### src/rtl/npc_pkg.sv
`timescale 1ns / 1ps
`default_nettype none
// ----------------------------------------------------------------------------
// npc_pkg
// Shared widths and event codes for the nibble program counter block.
// ----------------------------------------------------------------------------
package npc_pkg;

    localparam int ACTION_W = 4;
    localparam int NIBBLE_W = 4;
    localparam int PC_W     = 3 * NIBBLE_W;
    localparam int SP_OUT_W = 2;

    typedef enum logic [ACTION_W-1:0] {
        ACT_SAMPLE       = 4'd0,
        ACT_LATCH_SAMPLE = 4'd1,
        ACT_INC_LOW      = 4'd2,
        ACT_INC_MID      = 4'd3,
        ACT_INC_HIGH     = 4'd4,
        ACT_RESTORE      = 4'd5,
        ACT_SAVE_M12     = 4'd6,
        ACT_SAVE_X22     = 4'd7,
        ACT_COMMIT_SP    = 4'd8,
        ACT_LOAD_HIGH    = 4'd9,
        ACT_LOAD_MID     = 4'd10,
        ACT_LOAD_LOW     = 4'd11,
        ACT_DEC_SP       = 4'd12
    } action_t;

endpackage
`default_nettype wire

### src/rtl/npc_step_if.sv
`timescale 1ns / 1ps
`default_nettype none
// ----------------------------------------------------------------------------
// npc_step_if
// Input channel: one timing event per transaction.
// ----------------------------------------------------------------------------
interface npc_step_if
    import npc_pkg::*;
    ();
    logic                valid;
    logic                ready;
    logic [ACTION_W-1:0] action;
    logic [NIBBLE_W-1:0] bus_nibble;
    logic                inhibit;
    logic                fin_flag;
    logic                second_cycle;

    modport source (
        output valid, action, bus_nibble, inhibit, fin_flag, second_cycle,
        input  ready
    );
    modport sink (
        input  valid, action, bus_nibble, inhibit, fin_flag, second_cycle,
        output ready
    );
endinterface
`default_nettype wire

### src/rtl/npc_status_if.sv
`timescale 1ns / 1ps
`default_nettype none
// ----------------------------------------------------------------------------
// npc_status_if
// Output channel: counter, stack pointer and carry after each event.
// ----------------------------------------------------------------------------
interface npc_status_if
    import npc_pkg::*;
    ();
    logic                valid;
    logic                ready;
    logic [PC_W-1:0]     program_counter;
    logic [SP_OUT_W-1:0] stack_pointer;
    logic                carry_out;

    modport source (
        output valid, program_counter, stack_pointer, carry_out,
        input  ready
    );
    modport sink (
        input  valid, program_counter, stack_pointer, carry_out,
        output ready
    );
endinterface
`default_nettype wire

### src/rtl/nibble_pc_with_address_stack.sv
`timescale 1ns / 1ps
`default_nettype none
// ----------------------------------------------------------------------------
// nibble_pc_with_address_stack
// 12-bit nibble program counter with a ripple incrementer and an address
// stack, stepped one timing event per transaction.
// ----------------------------------------------------------------------------
//  channel   dir   handshake      payload
//  step      in    valid/ready    action, bus_nibble, inhibit, fin_flag,
//                                 second_cycle
//  status    out   valid/ready    program_counter, stack_pointer, carry_out
//
//  One transaction per cycle sustained while status is not stalled; a
//  step is registered into the execute stage at accept, then executes
//  into the output register; the stack RAM read is issued at the accept edge.
//  Reset clears control state and stack row valid bits at once; no sweep.
//  A stalled status channel holds the execute stage and then the step input.
// ----------------------------------------------------------------------------
module nibble_pc_with_address_stack
    import npc_pkg::*;
#(
    parameter int STACK_ROWS = 4
) (
    input  wire logic  clk,
    input  wire logic  rst_n,
    npc_step_if.sink   step,
    npc_status_if.source status
);

    localparam int PW = $clog2(STACK_ROWS);

    logic [NIBBLE_W-1:0] pc_high_reg, pc_high_next;
    logic [NIBBLE_W-1:0] pc_mid_reg, pc_mid_next;
    logic [NIBBLE_W-1:0] pc_low_reg, pc_low_next;
    logic [NIBBLE_W-1:0] inc_in_reg, inc_in_next;
    logic                carry_in_reg, carry_in_next;
    logic                carry_latch_reg, carry_latch_next;
    logic [PW-1:0]       sp_reg, sp_next;
    logic [PW-1:0]       wrow_reg, wrow_next;

    logic                s1_valid_reg;
    action_t             s1_action_reg;
    logic [NIBBLE_W-1:0] s1_bus_reg;
    logic                s1_inhibit_reg;
    logic                s1_fin_reg;
    logic                s1_sc_reg;

    logic                out_valid_reg;
    logic [PC_W-1:0]     out_pc_reg;
    logic [SP_OUT_W-1:0] out_sp_reg;
    logic                out_carry_reg;

    logic                exec;
    logic                accept;
    logic [PW-1:0]       rd_row;
    logic [PC_W-1:0]     rd_data;
    logic                wr_en;
    logic [PC_W-1:0]     pc_cur;
    logic                save_ok;
    logic [NIBBLE_W:0]   inc_sum;
    logic [PW+1:0]       sp_ext;

    assign exec        = s1_valid_reg && (!out_valid_reg || status.ready);
    assign step.ready  = !s1_valid_reg || exec;
    assign accept      = step.valid && step.ready;
    assign pc_cur      = {pc_high_reg, pc_mid_reg, pc_low_reg};
    assign save_ok     = !(s1_fin_reg && !s1_sc_reg);

    // working row as it stands after the event now executing
    assign rd_row = (exec && (s1_action_reg == ACT_COMMIT_SP)) ? sp_reg : wrow_reg;

    npc_stack #(
        .ROWS (STACK_ROWS)
    ) u_stack (
        .clk     (clk),
        .rst_n   (rst_n),
        .rd_en   (accept),
        .rd_row  (rd_row),
        .rd_data (rd_data),
        .wr_en   (wr_en),
        .wr_row  (wrow_reg),
        .wr_data (pc_cur)
    );

    always_comb
    begin
        pc_high_next     = pc_high_reg;
        pc_mid_next      = pc_mid_reg;
        pc_low_next      = pc_low_reg;
        inc_in_next      = inc_in_reg;
        carry_in_next    = carry_in_reg;
        carry_latch_next = carry_latch_reg;
        sp_next          = sp_reg;
        wrow_next        = wrow_reg;
        wr_en            = 1'b0;
        inc_sum          = '0;
        if (exec)
        begin
            case (s1_action_reg)
                ACT_SAMPLE:
                begin
                    inc_in_next = s1_bus_reg;
                end
                ACT_LATCH_SAMPLE:
                begin
                    carry_in_next = carry_latch_reg;
                    inc_in_next   = s1_bus_reg;
                end
                ACT_INC_LOW:
                begin
                    inc_sum          = {1'b0, pc_low_reg} + (NIBBLE_W+1)'(1);
                    pc_low_next      = inc_sum[NIBBLE_W-1:0];
                    carry_latch_next = inc_sum[NIBBLE_W];
                end
                ACT_INC_MID:
                begin
                    inc_sum          = {1'b0, pc_mid_reg} + (NIBBLE_W+1)'(carry_in_reg);
                    pc_mid_next      = inc_sum[NIBBLE_W-1:0];
                    carry_latch_next = inc_sum[NIBBLE_W];
                end
                ACT_INC_HIGH:
                begin
                    inc_sum          = {1'b0, pc_high_reg} + (NIBBLE_W+1)'(carry_in_reg);
                    pc_high_next     = inc_sum[NIBBLE_W-1:0];
                    carry_latch_next = inc_sum[NIBBLE_W];
                end
                ACT_RESTORE:
                begin
                    if (!s1_inhibit_reg)
                    begin
                        pc_high_next = rd_data[PC_W-1 -: NIBBLE_W];
                        pc_mid_next  = rd_data[2*NIBBLE_W-1 -: NIBBLE_W];
                        pc_low_next  = rd_data[NIBBLE_W-1:0];
                    end
                end
                ACT_SAVE_M12:
                begin
                    wr_en = save_ok;
                end
                ACT_SAVE_X22:
                begin
                    wr_en = save_ok && !s1_inhibit_reg;
                end
                ACT_COMMIT_SP:
                begin
                    wrow_next = sp_reg;
                end
                ACT_LOAD_HIGH:
                begin
                    pc_high_next = inc_in_reg;
                end
                ACT_LOAD_MID:
                begin
                    pc_mid_next = inc_in_reg;
                end
                ACT_LOAD_LOW:
                begin
                    pc_low_next = inc_in_reg;
                end
                ACT_DEC_SP:
                begin
                    sp_next = (sp_reg == '0) ? PW'(STACK_ROWS - 1) : (sp_reg - PW'(1));
                end
                default:
                begin
                end
            endcase
        end
    end

    assign sp_ext = {2'b00, sp_next};

    always_ff @(posedge clk or negedge rst_n)
    begin
        if (!rst_n)
        begin
            pc_high_reg     <= '0;
            pc_mid_reg      <= '0;
            pc_low_reg      <= '0;
            inc_in_reg      <= '0;
            carry_in_reg    <= 1'b0;
            carry_latch_reg <= 1'b0;
            sp_reg          <= '0;
            wrow_reg        <= '0;
            s1_valid_reg    <= 1'b0;
            out_valid_reg   <= 1'b0;
        end
        else
        begin
            pc_high_reg     <= pc_high_next;
            pc_mid_reg      <= pc_mid_next;
            pc_low_reg      <= pc_low_next;
            inc_in_reg      <= inc_in_next;
            carry_in_reg    <= carry_in_next;
            carry_latch_reg <= carry_latch_next;
            sp_reg          <= sp_next;
            wrow_reg        <= wrow_next;
            if (accept)
            begin
                s1_valid_reg <= 1'b1;
            end
            else if (exec)
            begin
                s1_valid_reg <= 1'b0;
            end
            if (exec)
            begin
                out_valid_reg <= 1'b1;
            end
            else if (status.ready)
            begin
                out_valid_reg <= 1'b0;
            end
        end
    end

    always_ff @(posedge clk)
    begin
        if (accept)
        begin
            s1_action_reg  <= action_t'(step.action);
            s1_bus_reg     <= step.bus_nibble;
            s1_inhibit_reg <= step.inhibit;
            s1_fin_reg     <= step.fin_flag;
            s1_sc_reg      <= step.second_cycle;
        end
        if (exec)
        begin
            out_pc_reg    <= {pc_high_next, pc_mid_next, pc_low_next};
            out_sp_reg    <= sp_ext[SP_OUT_W-1:0];
            out_carry_reg <= carry_latch_next;
        end
    end

    assign status.valid           = out_valid_reg;
    assign status.program_counter = out_pc_reg;
    assign status.stack_pointer   = out_sp_reg;
    assign status.carry_out       = out_carry_reg;

endmodule
`default_nettype wire

### src/rtl/npc_ram.sv
`timescale 1ns / 1ps
`default_nettype none
// ----------------------------------------------------------------------------
// npc_ram
// Generic simple dual-port RAM, one write port, one registered read port.
// ----------------------------------------------------------------------------
module npc_ram #(
    parameter int WIDTH = 12,
    parameter int DEPTH = 4
) (
    input  wire logic                     clk,
    input  wire logic                     wr_en,
    input  wire logic [$clog2(DEPTH)-1:0] wr_addr,
    input  wire logic [WIDTH-1:0]         wr_data,
    input  wire logic                     rd_en,
    input  wire logic [$clog2(DEPTH)-1:0] rd_addr,
    output logic      [WIDTH-1:0]         rd_data
);

    logic [WIDTH-1:0] mem [DEPTH];
    logic [WIDTH-1:0] rd_data_reg;

    always_ff @(posedge clk)
    begin
        if (wr_en)
        begin
            mem[wr_addr] <= wr_data;
        end
        if (rd_en)
        begin
            rd_data_reg <= mem[rd_addr];
        end
    end

    assign rd_data = rd_data_reg;

endmodule
`default_nettype wire

### src/rtl/npc_stack.sv
`timescale 1ns / 1ps
`default_nettype none
// ----------------------------------------------------------------------------
// npc_stack
// Address stack: RAM rows with per-row valid bits (unwritten rows read as
// zero) and a bypass of the most recent write for read-after-write overlap.
// ----------------------------------------------------------------------------
module npc_stack
    import npc_pkg::*;
#(
    parameter int ROWS = 4
) (
    input  wire logic                    clk,
    input  wire logic                    rst_n,
    input  wire logic                    rd_en,
    input  wire logic [$clog2(ROWS)-1:0] rd_row,
    output logic      [PC_W-1:0]         rd_data,
    input  wire logic                    wr_en,
    input  wire logic [$clog2(ROWS)-1:0] wr_row,
    input  wire logic [PC_W-1:0]         wr_data
);

    localparam int RW = $clog2(ROWS);

    logic [ROWS-1:0] row_valid_reg;
    logic            rd_valid_reg;
    logic [RW-1:0]   rd_row_reg;
    logic            fwd_valid_reg;
    logic [RW-1:0]   fwd_row_reg;
    logic [PC_W-1:0] fwd_data_reg;
    logic [PC_W-1:0] ram_q;

    npc_ram #(
        .WIDTH (PC_W),
        .DEPTH (ROWS)
    ) u_ram (
        .clk     (clk),
        .wr_en   (wr_en),
        .wr_addr (wr_row),
        .wr_data (wr_data),
        .rd_en   (rd_en),
        .rd_addr (rd_row),
        .rd_data (ram_q)
    );

    always_ff @(posedge clk or negedge rst_n)
    begin
        if (!rst_n)
        begin
            row_valid_reg <= '0;
            rd_valid_reg  <= 1'b0;
            fwd_valid_reg <= 1'b0;
        end
        else
        begin
            if (rd_en)
            begin
                rd_valid_reg <= row_valid_reg[rd_row];
            end
            if (wr_en)
            begin
                row_valid_reg[wr_row] <= 1'b1;
                fwd_valid_reg         <= 1'b1;
            end
        end
    end

    always_ff @(posedge clk)
    begin
        if (rd_en)
        begin
            rd_row_reg <= rd_row;
        end
        if (wr_en)
        begin
            fwd_row_reg  <= wr_row;
            fwd_data_reg <= wr_data;
        end
    end

    // latest write to the row wins over the RAM copy
    always_comb
    begin
        if (fwd_valid_reg && (fwd_row_reg == rd_row_reg))
        begin
            rd_data = fwd_data_reg;
        end
        else if (rd_valid_reg)
        begin
            rd_data = ram_q;
        end
        else
        begin
            rd_data = '0;
        end
    end

endmodule
`default_nettype wire

### src/flat_wrapper.sv
// flat-port wrapper written by rule: the top's interface ports become plain ports
module nibble_pc_with_address_stack_flat import npc_pkg::*;
#(
    parameter int STACK_ROWS = 4
)
  (clk, rst_n, step_valid, step_action, step_bus_nibble, step_inhibit, step_fin_flag, step_second_cycle, step_ready, status_valid, status_program_counter, status_stack_pointer, status_carry_out, status_ready);
  npc_step_if step_i ();
  npc_status_if status_i ();
  input  wire logic clk;
  input  wire logic rst_n;
  input wire logic [$bits(step_i.valid)-1:0] step_valid;
  input wire logic [$bits(step_i.action)-1:0] step_action;
  input wire logic [$bits(step_i.bus_nibble)-1:0] step_bus_nibble;
  input wire logic [$bits(step_i.inhibit)-1:0] step_inhibit;
  input wire logic [$bits(step_i.fin_flag)-1:0] step_fin_flag;
  input wire logic [$bits(step_i.second_cycle)-1:0] step_second_cycle;
  output wire logic [$bits(step_i.ready)-1:0] step_ready;
  output wire logic [$bits(status_i.valid)-1:0] status_valid;
  output wire logic [$bits(status_i.program_counter)-1:0] status_program_counter;
  output wire logic [$bits(status_i.stack_pointer)-1:0] status_stack_pointer;
  output wire logic [$bits(status_i.carry_out)-1:0] status_carry_out;
  input wire logic [$bits(status_i.ready)-1:0] status_ready;
  assign step_i.valid = step_valid;
  assign step_i.action = step_action;
  assign step_i.bus_nibble = step_bus_nibble;
  assign step_i.inhibit = step_inhibit;
  assign step_i.fin_flag = step_fin_flag;
  assign step_i.second_cycle = step_second_cycle;
  assign step_ready = step_i.ready;
  assign status_valid = status_i.valid;
  assign status_program_counter = status_i.program_counter;
  assign status_stack_pointer = status_i.stack_pointer;
  assign status_carry_out = status_i.carry_out;
  assign status_i.ready = status_ready;
  nibble_pc_with_address_stack #(.STACK_ROWS(STACK_ROWS)) u_core (.clk(clk), .rst_n(rst_n), .step(step_i), .status(status_i));
endmodule
### config.mk
export PLATFORM = sky130hd
export DESIGN_NAME = nibble_pc_with_address_stack_flat
export DESIGN_NICKNAME = d
export VERILOG_FILES = /design/src/rtl/npc_pkg.sv /design/src/rtl/npc_step_if.sv /design/src/rtl/npc_status_if.sv /design/src/rtl/nibble_pc_with_address_stack.sv /design/src/rtl/npc_ram.sv /design/src/rtl/npc_stack.sv /design/src/flat_wrapper.sv
export SDC_FILE = /design/constraint.sdc
export NUM_CORES = 1
export LEC_CHECK = 0
export BUFFER_PORTS_ARGS = -buffer_cell sky130_fd_sc_hd__buf_2
export CAP_MARGIN = 20
export CORE_MARGIN = 2
export CORE_UTILIZATION = 60
export DETAILED_ROUTE_END_ITERATION = 16
export GPL_TIMING_DRIVEN = 0
export PLACE_DENSITY = 0.9
export SETUP_SLACK_MARGIN = 0.1
export SLEW_MARGIN = 20
export SYNTH_ARGS = -nofsm -noshare
export SYNTH_HDL_FRONTEND = slang
export SYNTH_SLANG_ARGS = --single-unit
### constraint.sdc
create_clock -name clk -period 6.05 [get_ports clk]
set_clock_uncertainty 0.1 [all_clocks]
set_input_delay 0.605 -clock clk [delete_from_list [all_inputs] [get_ports clk]]
set_output_delay 0.605 -clock clk [all_outputs]
set_load 0.02 [all_outputs]
==> results.yml <==
routing:
  drt_first_pass_iters: 5
  wl_um: 12200
  drtAntennaViolNets: 0
  wl_per_cell_um: 22.4
  vias_per_cell: 6.49
  drc: 0
  dr.max_layer_used: "met4"
  wl_met2_um: 6130
  route.met3.wl_um: 1090
  drtIter0Drc: 529
  via_count: 3539
  wl_met1_um: 4690
flow_run:
  max-cap-violations: 0
global_route:
  grt_max_degree: 31
  grtUsageTotal: 0.259
  grt_overflow: 0
  grt_antenna_before_repair: 0
  grt_pass1_vias: 3545
  grt_first_pass_wirelength_um: 18900
critical_path:
  r2r_start: "u_core.s1_action_reg[2]"
  timing.critical_path.from: "u_core.s1_action_reg[2]"
  crit_type: "flip-flop to flip-flop"
  rrSetupSlack_ns: 2.91
  path_cells: "nor2b_1, o2111ai_1, nor2_2, nand2_1, nor2_2"
  startpoint_type: "flip-flop"
  r2r_cells: 5
  worstSetupEndpointType: "flip-flop"
  required_ns: 6.10
  reg2reg_to: "u_core.u_stack.u_ram.mem[2][8]"
  critical_path_arrival_ns: 3.19
  critPathSlowestCell: "nor2_2"
  worstPathMaxFanout: 18
  critPathMaxStageDelay_ns: 0.73
  path_common_cell: "nor2_2"
sta:
  fin_crit_sh: 0.519
  worst_pin_slew_ns: 0.905
  setup_viol: 0
  fin_crit_ns: 3.14
  report.final.slew_viol_count: 0
  tns_ns: 0
  timing.fmax_mhz: 318
  hold_ws_ns: 0.0533
  rsz0062_at_grt: "no"
  relSlewSlack: 0.396
  hold_viol: 0
logic_synthesis:
  synth_flop_cell: "edfxtp_1"
  netlist_instances: 368
  synthArstFlopShare: 0.227
  ys_ff_latch: 132
  synth_fp_nets: 389
  syn_area_per_cell_um2: 15.0
  ys_seq_area_frac: 0.690
  synth_cell_type_count: 57
  synthesis.area_mm2: 0.00553
  yosys_warnings: 0
  synth_edf_count: 102
layout:
  nFillCells: 516
  final_common_cell: "edfxtp_1"
  layout_common_cells: "102 x edfxtp_1, 36 x mux2i_1, 34 x buf_2"
  regMostFlops: "u_core.u_stack.u_ram.mem"
  syn_to_final_growth_pct: 17.6
  antenna_cells: 0
  regArea_mm2: 0.00381
  multi_input_area_mm2: 0.00158
  final_layout_size_suffix_gt1_frac: 0.214
  nets: 442
  largest_reg_flops: 48
power:
  powerDensity_mw_per_mm2: 436
  seq_power_share: 0.444
  clock_power_share: 0.384
  p_leak_nw: 2.50
  power_switching_w: 0.000779
  irDropWorstVdd_mv: 0.221
  internal-power_w: 0.00206
  power.share.switching: 0.275
  combPwrFrac: 0.172
clock_network:
  clock_path_buffers: 2
  holdBufCountCts: 0
  clk_latency_ns: 0.51
  cts_tree: "done"
  clk_pin_slew_worst_paths_ns: 0.06
  postCtsSetupRepairBufs: 0
  cts.sinks: 132
  ctsResizeCount: 0
  cts_inserted_buffers: 17
  cts_max_level: 4
  cts_root_buffer: "clkbuf_8"
floorplan:
  core_mm2: 0.00906
  rows: 35
  die_h_um: 100
  die_width_um: 100
  io_pins: 32
  start_util: 0.610
  die-area_mm2: 0.0100
placement:
  dp_hpwl_um: 7380
  port_buffers: 31
  gp_congestion: 0.919
worst_hold_path:
  hold_path_class: "input pin to asynchronous set/reset pin"
run_status:
  status: "finished clean"
[how the worst max path moves through the flow]
stage	to	slack [ns]
2_1_floorplan	u_core.u_stack.u_ram.mem[2][0]	3.19
3_3_place_gp	u_core.u_stack.u_ram.mem[0][8]	2.29
3_5_place_dp	u_core.u_stack.u_ram.mem[2][8]	2.51
4_1_cts	u_core.u_stack.u_ram.mem[2][8]	2.58
5_1_grt	u_core.u_stack.u_ram.mem[2][8]	2.69
6_report	u_core.u_stack.u_ram.mem[2][8]	2.91
[cells in the mapped netlist, drive strengths merged (2+ instances only)]
cell type,n,share of area
edfxtp,102,0.55
mux2i,37,0.069
nand2,32,0.022
dfrtp,30,0.14
a21oi,16,0.015
nand3,13,0.013
o21ai,11,0.011
inv,9,0.0061
nor2,9,0.0061
buf,8,0.016
a221o,7,0.013
and3,6,0.0077
clkbuf,6,0.0041
ha,6,0.014
nand2b,6,0.0072
a31oi,5,0.0057
mux2,5,0.010
o22ai,5,0.0057
a22o,4,0.0063
nand4,4,0.0057
nor3,4,0.0036
or2,4,0.0045
xor2,4,0.0063
a211oi,3,0.0050
a32o,3,0.0054
nor2b,3,0.0034
xnor2,3,0.0048
a2bb2oi,2,0.0032
nor3b,2,0.0027
o211a,2,0.0036
o21bai,2,0.0027
o32ai,2,0.0032
or4,2,0.0027
[cell families after synthesis]
group           Yosys count  synth area share
compound gates           66            0.0885
xor+xnor                  7            0.0111
fa+ha+maj                 6            0.0136
buf+inv                  23            0.0260
flops                   132             0.690
mux                      42            0.0795
simple gates             92            0.0912
[critical path: cells and delay by family (launching register included)]
kind               cells  cell delay [ns]
AOI/OAI and AO/OA      1             0.25
DFF                    1             0.52
and+or+nand+nor        4             1.91
[final cells by class]
class / instances / area share
Clock buffer: 18 / 0.0643
Tap cell: 111 / 0.0214
Sequential cell: 132 / 0.587
Inverter: 9 / 0.00520
Timing Repair Buffer: 34 / 0.0300
Clock inverter: 14 / 0.0322
Buffer: 14 / 0.0169
Multi-Input combinational cell: 213 / 0.243
[routing by layer]
layer,vias up,track usage
li1,1526,-
met1,1737,0.332
met2,246,0.418
met3,30,0.0634
met4,0,0.128
met5,-,0
[power groups by stage]
| stage | Sequential, W | Combinational (W) | Clock (W) |
|---|---|---|---|
| final | 0.00126 | 0.000488 | 0.00109 |
| after global routing | 0.00127 | 0.000521 | 0.00113 |
| after CTS | 0.00125 | 0.000482 | 0.00109 |
| after detailed placement | 0.00127 | 0.000470 | 0 |
| after global placement | 0.00126 | 0.000443 | 0 |
| after floorplan | 0.00125 | 0.000328 | 0 |
[metrics by stage]
stage                     total power [W]  utilization  area (um^2)  instances  setup WS (ns)
after CTS                         0.00283        0.714         6470        544           2.58
after global routing              0.00292        0.717         6500        545           2.69
final                             0.00284        0.717         6500        545           2.91
after global placement            0.00170        0.642         5820        510           2.29
after floorplan                   0.00158            -         5530        368           3.19
after detailed placement          0.00174        0.644         5840        512           2.51
Power figures use the tool's default switching activity.
